$ cat config.mk
export PLATFORM = sky130hd
export DESIGN_NAME = bpe_ctrl
export DESIGN_NICKNAME = d
export VERILOG_FILES = /design/src/rtl/bpe_pkg.sv /design/src/rtl/bpe_ctrl.sv
export SDC_FILE = /design/constraint.sdc
export NUM_CORES = 1
export LEC_CHECK = 0
export ABC_AREA = 1
export BUFFER_PORTS_ARGS = -buffer_cell sky130_fd_sc_hd__buf_2
export CAP_MARGIN = 10
export CORE_AREA = 2 2 87 81
export DETAILED_ROUTE_END_ITERATION = 8
export DIE_AREA = 0 0 89 83
export MAX_ROUTING_LAYER = met4
export PLACE_DENSITY_LB_ADDON = 0.05
export SYNTH_ARGS = -nofsm -noshare
export SYNTH_HDL_FRONTEND = slang
export SYNTH_SLANG_ARGS = --single-unit
$ cat constraint.sdc
create_clock -name i_clk -period 9.9 [get_ports i_clk]
set_clock_uncertainty 0.2 [all_clocks]
set_input_delay 1.485 -clock i_clk [delete_from_list [all_inputs] [get_ports i_clk]]
set_output_delay 1.485 -clock i_clk [all_outputs]
set_load 0.01 [all_outputs]
$ cat src/rtl/bpe_pkg.sv
// Shared types and constants for the B-spline point evaluation core.
// No dependencies; the divider, controller, datapath, top level and testbench import this package.
`default_nettype none

package bpe_pkg;

    localparam int MAX_POINTS_DEF = 64;
    localparam int MAX_DEGREE_DEF = 5;

    // curve accumulator: up to 64 terms of 34 bits each
    localparam int ACC_W = 48;

    localparam logic signed [31:0] BASIS_ONE = 32'sh4000_0000;
    localparam logic signed [31:0] BASIS_LIM = 32'sh7FFF_FFFF;

    typedef enum logic [1:0] {
        MODE_POINT = 2'd0,
        MODE_KNOT  = 2'd1,
        MODE_EVAL  = 2'd2
    } t_mode;

    typedef enum logic {
        CFG_DEGREE     = 1'b0,
        CFG_NUM_POINTS = 1'b1
    } t_cfg_reg;

    typedef enum logic [3:0] {
        OP_NOP,
        OP_ACCEPT,
        OP_CAP_LO,
        OP_CAP_HI,
        OP_RANGE,
        OP_INIT_WR,
        OP_DIV_GO,
        OP_MUL,
        OP_BAS_WR,
        OP_TERM_MUL,
        OP_TERM_ACC,
        OP_RESULT
    } t_dp_op;

    typedef enum logic [4:0] {
        ST_IDLE,
        ST_RNG_RD,
        ST_RNG_CAP,
        ST_RNG_CHK,
        ST_INIT_RD,
        ST_INIT_CAP,
        ST_INIT_WR,
        ST_STEP_RDA,
        ST_STEP_CAPA,
        ST_STEP_CAPB,
        ST_DIV_GO,
        ST_DIV_WAIT,
        ST_MUL,
        ST_BAS_WR,
        ST_TERM_RD,
        ST_TERM_MUL,
        ST_TERM_ACC,
        ST_RESULT
    } t_state;

    typedef struct packed {
        logic in_lo;     // lo knot <= t < hi knot
        logic div_busy;
        logic out_full;
    } t_dp_status;

endpackage

`default_nettype wire

$ cat src/rtl/bpe_ctrl.sv
// Sequencer for the evaluation: config registers, loop counters, datapath commands.
// Uses bpe_pkg; drives bpe_datapath.
`default_nettype none

module bpe_ctrl
    import bpe_pkg::*;
#(
    parameter int MAX_POINTS = MAX_POINTS_DEF,
    parameter int MAX_DEGREE = MAX_DEGREE_DEF,
    localparam int KNOT_DEPTH = MAX_POINTS + MAX_DEGREE + 1,
    localparam int KW = $clog2(KNOT_DEPTH),
    localparam int CW = $clog2(KNOT_DEPTH + 1)
)(
    input  wire logic          i_clk,
    input  wire logic          i_rst_n,
    input  wire logic          i_cfg_we,
    input  wire logic          i_cfg_addr,
    input  wire logic [6:0]    i_cfg_data,
    input  wire logic          i_in_valid,
    input  wire logic [1:0]    i_in_mode,
    output logic               o_in_ready,
    input  wire t_dp_status    i_status,
    output t_dp_op             o_op,
    output logic [KW-1:0]      o_ka,
    output logic [KW-1:0]      o_kb,
    output logic [KW-1:0]      o_j
);

    logic [2:0]    r_degree;
    logic [6:0]    r_num_points;
    t_state        r_state, n_state;
    logic [CW-1:0] r_j, n_j;
    logic [2:0]    r_p, n_p;

    logic [2:0]    w_k;
    logic [CW-1:0] w_n;
    logic [CW-1:0] w_nk;

    always_ff @(posedge i_clk) begin
        if (!i_rst_n) begin
            r_degree     <= 3'd3;
            r_num_points <= 7'd4;
        end else if (i_cfg_we) begin
            unique case (i_cfg_addr)
                CFG_DEGREE:     r_degree     <= i_cfg_data[2:0];
                CFG_NUM_POINTS: r_num_points <= i_cfg_data;
                default: ;
            endcase
        end
    end

    always_comb begin
        if (int'(r_degree) > MAX_DEGREE) w_k = 3'(MAX_DEGREE);
        else                             w_k = r_degree;
        if (r_num_points == 7'd0)                 w_n = CW'(1);
        else if (int'(r_num_points) > MAX_POINTS) w_n = CW'(MAX_POINTS);
        else                                      w_n = CW'(r_num_points);
        w_nk = w_n + CW'(w_k);
    end

    always_ff @(posedge i_clk) begin
        if (!i_rst_n) begin
            r_state <= ST_IDLE;
            r_j     <= '0;
            r_p     <= '0;
        end else begin
            r_state <= n_state;
            r_j     <= n_j;
            r_p     <= n_p;
        end
    end

    always_comb begin
        n_state    = r_state;
        n_j        = r_j;
        n_p        = r_p;
        o_op       = OP_NOP;
        o_in_ready = 1'b0;
        o_ka       = KW'(r_j);
        o_kb       = KW'(r_j + CW'(r_p));
        unique case (r_state)
            ST_IDLE: begin
                o_in_ready = 1'b1;
                if (i_in_valid) begin
                    o_op = OP_ACCEPT;
                    if (i_in_mode == MODE_EVAL) n_state = ST_RNG_RD;
                end
            end
            ST_RNG_RD: begin
                o_ka    = '0;
                o_kb    = KW'(w_nk);
                n_state = ST_RNG_CAP;
            end
            ST_RNG_CAP: begin
                o_op    = OP_CAP_LO;
                n_state = ST_RNG_CHK;
            end
            ST_RNG_CHK: begin
                o_op = OP_RANGE;
                n_j  = '0;
                if (i_status.in_lo) n_state = ST_INIT_RD;
                else                n_state = ST_RESULT;
            end
            ST_INIT_RD: begin
                o_kb    = KW'(r_j + CW'(1));
                n_state = ST_INIT_CAP;
            end
            ST_INIT_CAP: begin
                o_op    = OP_CAP_LO;
                n_state = ST_INIT_WR;
            end
            ST_INIT_WR: begin
                o_op = OP_INIT_WR;
                if (r_j + CW'(1) == w_nk) begin
                    n_j = '0;
                    if (w_k == 3'd0) begin
                        n_state = ST_TERM_RD;
                    end else begin
                        n_p     = 3'd1;
                        n_state = ST_STEP_RDA;
                    end
                end else begin
                    n_j     = r_j + CW'(1);
                    n_state = ST_INIT_RD;
                end
            end
            ST_STEP_RDA: begin
                n_state = ST_STEP_CAPA;
            end
            ST_STEP_CAPA: begin
                o_op    = OP_CAP_LO;
                o_ka    = KW'(r_j + CW'(1));
                o_kb    = KW'(r_j + CW'(r_p) + CW'(1));
                n_state = ST_STEP_CAPB;
            end
            ST_STEP_CAPB: begin
                o_op    = OP_CAP_HI;
                n_state = ST_DIV_GO;
            end
            ST_DIV_GO: begin
                o_op    = OP_DIV_GO;
                n_state = ST_DIV_WAIT;
            end
            ST_DIV_WAIT: begin
                if (!i_status.div_busy) n_state = ST_MUL;
            end
            ST_MUL: begin
                o_op    = OP_MUL;
                n_state = ST_BAS_WR;
            end
            ST_BAS_WR: begin
                o_op    = OP_BAS_WR;
                n_state = ST_STEP_RDA;
                if (r_j + CW'(r_p) + CW'(1) == w_nk) begin
                    n_j = '0;
                    if (r_p == w_k) n_state = ST_TERM_RD;
                    else            n_p     = r_p + 3'd1;
                end else begin
                    n_j = r_j + CW'(1);
                end
            end
            ST_TERM_RD: begin
                n_state = ST_TERM_MUL;
            end
            ST_TERM_MUL: begin
                o_op    = OP_TERM_MUL;
                n_state = ST_TERM_ACC;
            end
            ST_TERM_ACC: begin
                o_op = OP_TERM_ACC;
                if (r_j + CW'(1) == w_n) begin
                    n_state = ST_RESULT;
                end else begin
                    n_j     = r_j + CW'(1);
                    n_state = ST_TERM_RD;
                end
            end
            ST_RESULT: begin
                if (!i_status.out_full) begin
                    o_op    = OP_RESULT;
                    n_state = ST_IDLE;
                end
            end
            default: n_state = ST_IDLE;
        endcase
    end

    assign o_j = KW'(r_j);

endmodule

`default_nettype wire

==> results_dict.tcl <==
set metrics [dict create \
    synth.distinct_cells 42 \
    fillers 731 \
    post-route-util_pct 48.87 \
    hold_viol_final 0 \
    slowest_delay_ns 0.41 \
    worst_slack_ns 5.166 \
    grt.total_usage_pct 24.27 \
    postCtsSetupBuffers 0 \
    cp.depth 15 \
    tightest_slew_ns 0.6578 \
    clk_latency_ns 0.26 \
    nNetsFinal 558 \
    htreeDepth 1 \
    reg2reg_depth 21 \
    grt_pass1_wl_um 14060 \
    crit_path_cell_trace "nor2_2 > nand3_2 > nand2_4 > nand2_1 > nand2_1 > ha_1 > inv_1 > fa_1 > or2_1 > nand2_1 > nand4_2 > nor2_1 > nor2_1 > o2111ai_1 > buf_2" \
    ios 43 \
    std_cell_rows 28 \
    leakagePower_nw 1.627 \
    port_buffers 42 \
    critPathTopFamily "simple AND/OR/NAND/NOR gates" \
    netlist_area_um2 2815 \
    synth-async-reset-ratio_pct 0 \
    grt_max_degree 18 \
    clkSinkCount 25 \
    pre_cts_slack_ns 5.506 \
    cts_buffer_depth 2 \
    cp_data_arrival_time_ns 3.05 \
    grt_pass1_vias 3036 \
    holdWs_ns 0.2860 \
    grt.met3_usage_pct 2.783 \
    ys_seq_elements 25 \
    post-route-period-util_pct 47.82 \
    syn_area_per_cell_um2 5.757 \
    synth_flop_cell "dfxtp_1" \
    drc 0 \
    postPlaceCellArea_um2 3102 \
    placed_cells 615 \
    synth_edf_count 0 \
    path_class "reg -> out" \
    peakVddDrop_uv 62.77 \
    start_util_pct 43.67 \
    cpMostUsedCell "nand2_1" \
    status "finished clean" \
    ys_warn_count 0 \
    use_met1_pct 31.59 \
    finalInstanceArea_um2 3151 \
    rsz0062_at_grt "no" \
    drt_iter0_drc 210 \
    startpoint_type "flip-flop" \
    n_antenna_cell 0 \
    synth_nets 517 \
    cp.required_ns 8.22 \
    firstDrtPassIters 5 \
    gp_congestion 0.9450 \
    path_max_fanout 10 \
    grt_overflow 0 \
    fmax_mhz 211.2 \
    synth_cells 489 \
    final_antenna_net_count 0 \
    antenna_found_initial 0 \
    drive_gt1_share_pct 15.31 \
    cts_buffers 3 \
    die_h_um 83 \
    maxSlewHeadroom_pct 55.99 \
    hold_path_depth 2 \
    syn_to_final_growth_pct 11.91 \
    use_met2_pct 39.69 \
    wl_per_cell_um 13.54 \
    power_density_nw_per_um2 104.2 \
    dp_hpwl_um 6990 \
    final_cell_count_no_fill 619 \
    root_buffer "clkbuf_8" \
    cp_slowest_cell "dfxtp_1" \
    die_w_um 89 \
    via_per_inst 5.231 \
    routed_wl_um 8383 \
    num_vias 3238 \
    die_area_um2 7387 \
    setup_tns_ns 0 \
    cp-end-kind "primary output" \
    setup_violations 0 \
    maxCapViolations 0 \
    cts-hold-fix-buffers 0 \
    busiest_layer "met2" \
    crit_buf_inv 2 \
    path_clk_slew_ns 0.09 \
    cts_tree "built" \
    hp-class "reg -> reg" \
    coreArea_um2 6446 \
    seq_area_frac_synth_pct 17.78 \
    report.final.slew_viol_count 0 \
    cts_resized 0 \
    fin_crit_ns 4.734 \
    p_total_mw 0.3282 \
]
[synthesized netlist by cell type, drive strengths merged (3+ instances only)]
master	instances	share of area, %
nand2	162	23
inv	72	9.6
nor2	60	9.0
nand3	53	11
dfxtp	25	18
a21oi	17	3.4
o21ai	16	3.0
nand4	13	3.1
nor3	13	2.5
ha	9	4.0
xor2	9	2.8
o2111ai	7	2.2
buf	4	1.0
o211ai	4	1.1
o22ai	4	0.89
xnor2	3	0.93
[logic make-up (layout without fill, tap and decap cells)]
| group | Yosys count | after routing | share of synthesized area, % |
|---|---|---|---|
| buffers and inverters | 80 | 120 | 11.16 |
| flip-flops | 25 | 25 | 17.78 |
| AND/OR/NAND/NOR | 307 | 307 | 49.60 |
| AO/OA/AOI/OAI | 54 | 54 | 12.31 |
| adder cells (fa/ha/maj) | 11 | 11 | 5.422 |
| XOR/XNOR | 12 | 12 | 3.734 |
[flip-flops by register name, indices dropped and copies added (netlist names)]
signal        flops
r_state           5
r_degree          3
o_j               7
r_num_points      7
r_p               3
[per-layer routing]
metal | up-vias | wire length [um]
met5 | - | 0
met4 | 0 | 226
met3 | 18 | 432
met2 | 89 | 3822
met1 | 1457 | 3902
li1 | 1674 | -
[where the power goes]
part | switching, mW | internal (mW) | leakage [nW]
clock | 0.0332 | 0.0285 | 0.0217
combinational | 0.101 | 0.0516 | 1.40
sequential | 0.00745 | 0.107 | 0.204
[cell usage in the layout, fill, tap and decap left out, drive strengths merged]
cell / n
nand2: 162
inv: 72
nor2: 60
nand3: 53
buf: 42
dfxtp: 25
a21oi: 17
o21ai: 16
nand4: 13
nor3: 13
xor2: 9
ha: 9
o2111ai: 7
o211ai: 4
o22ai: 4
xnor2: 3
clkbuf: 3
clkinv: 2
nor4: 2
fa: 2
or2: 2
a22oi: 1
nor3b: 1
a221oi: 1
o21bai: 1
nand3b: 1
a311oi: 1
o221ai: 1
a22o: 1
clkinvlp: 1
[worst register-to-register path, cell delays in order, from the launching register on]
cell and delay [ns]:
dfxtp_1 0.41, nor2_2 0.17, nand3_2 0.10, nand2_4 0.13
nand2_1 0.08, nand2_1 0.08, ha_1 0.19, inv_1 0.07
fa_1 0.38, or2_1 0.27, nand2_1 0.13, nand4_2 0.15
nand2_2 0.12, inv_1 0.06, nand2_1 0.05, nand2_1 0.05
nor2_1 0.15, nand3_2 0.16, nand2_4 0.12, nand3_2 0.17
nand3_1 0.13, a21oi_1 0.06
[final timing paths]
path | startpoint | end | slack (ns)
max | r_num_points[3] | o_kb[6] | 5.17
min | o_j[6] | o_j[6] | 0.29
max reg2reg | r_num_points[3] | o_j[5] | 6.35
min reg2reg | o_j[6] | o_j[6] | 0.29
[final cells by class]
| class | count | area, um2 | share of cell area [%] |
|---|---|---|---|
| tap | 90 | 112.6 | 3.574 |
| timing repair buffer | 42 | 210.2 | 6.672 |
| inverter | 74 | 277.8 | 8.817 |
| multi-input combinational | 384 | 2001 | 63.50 |
| sequential | 25 | 500.5 | 15.89 |
| clock buffer | 3 | 41.29 | 1.311 |
| clock inverter | 1 | 7.507 | 0.2383 |
(Power assumes the default switching activity.)
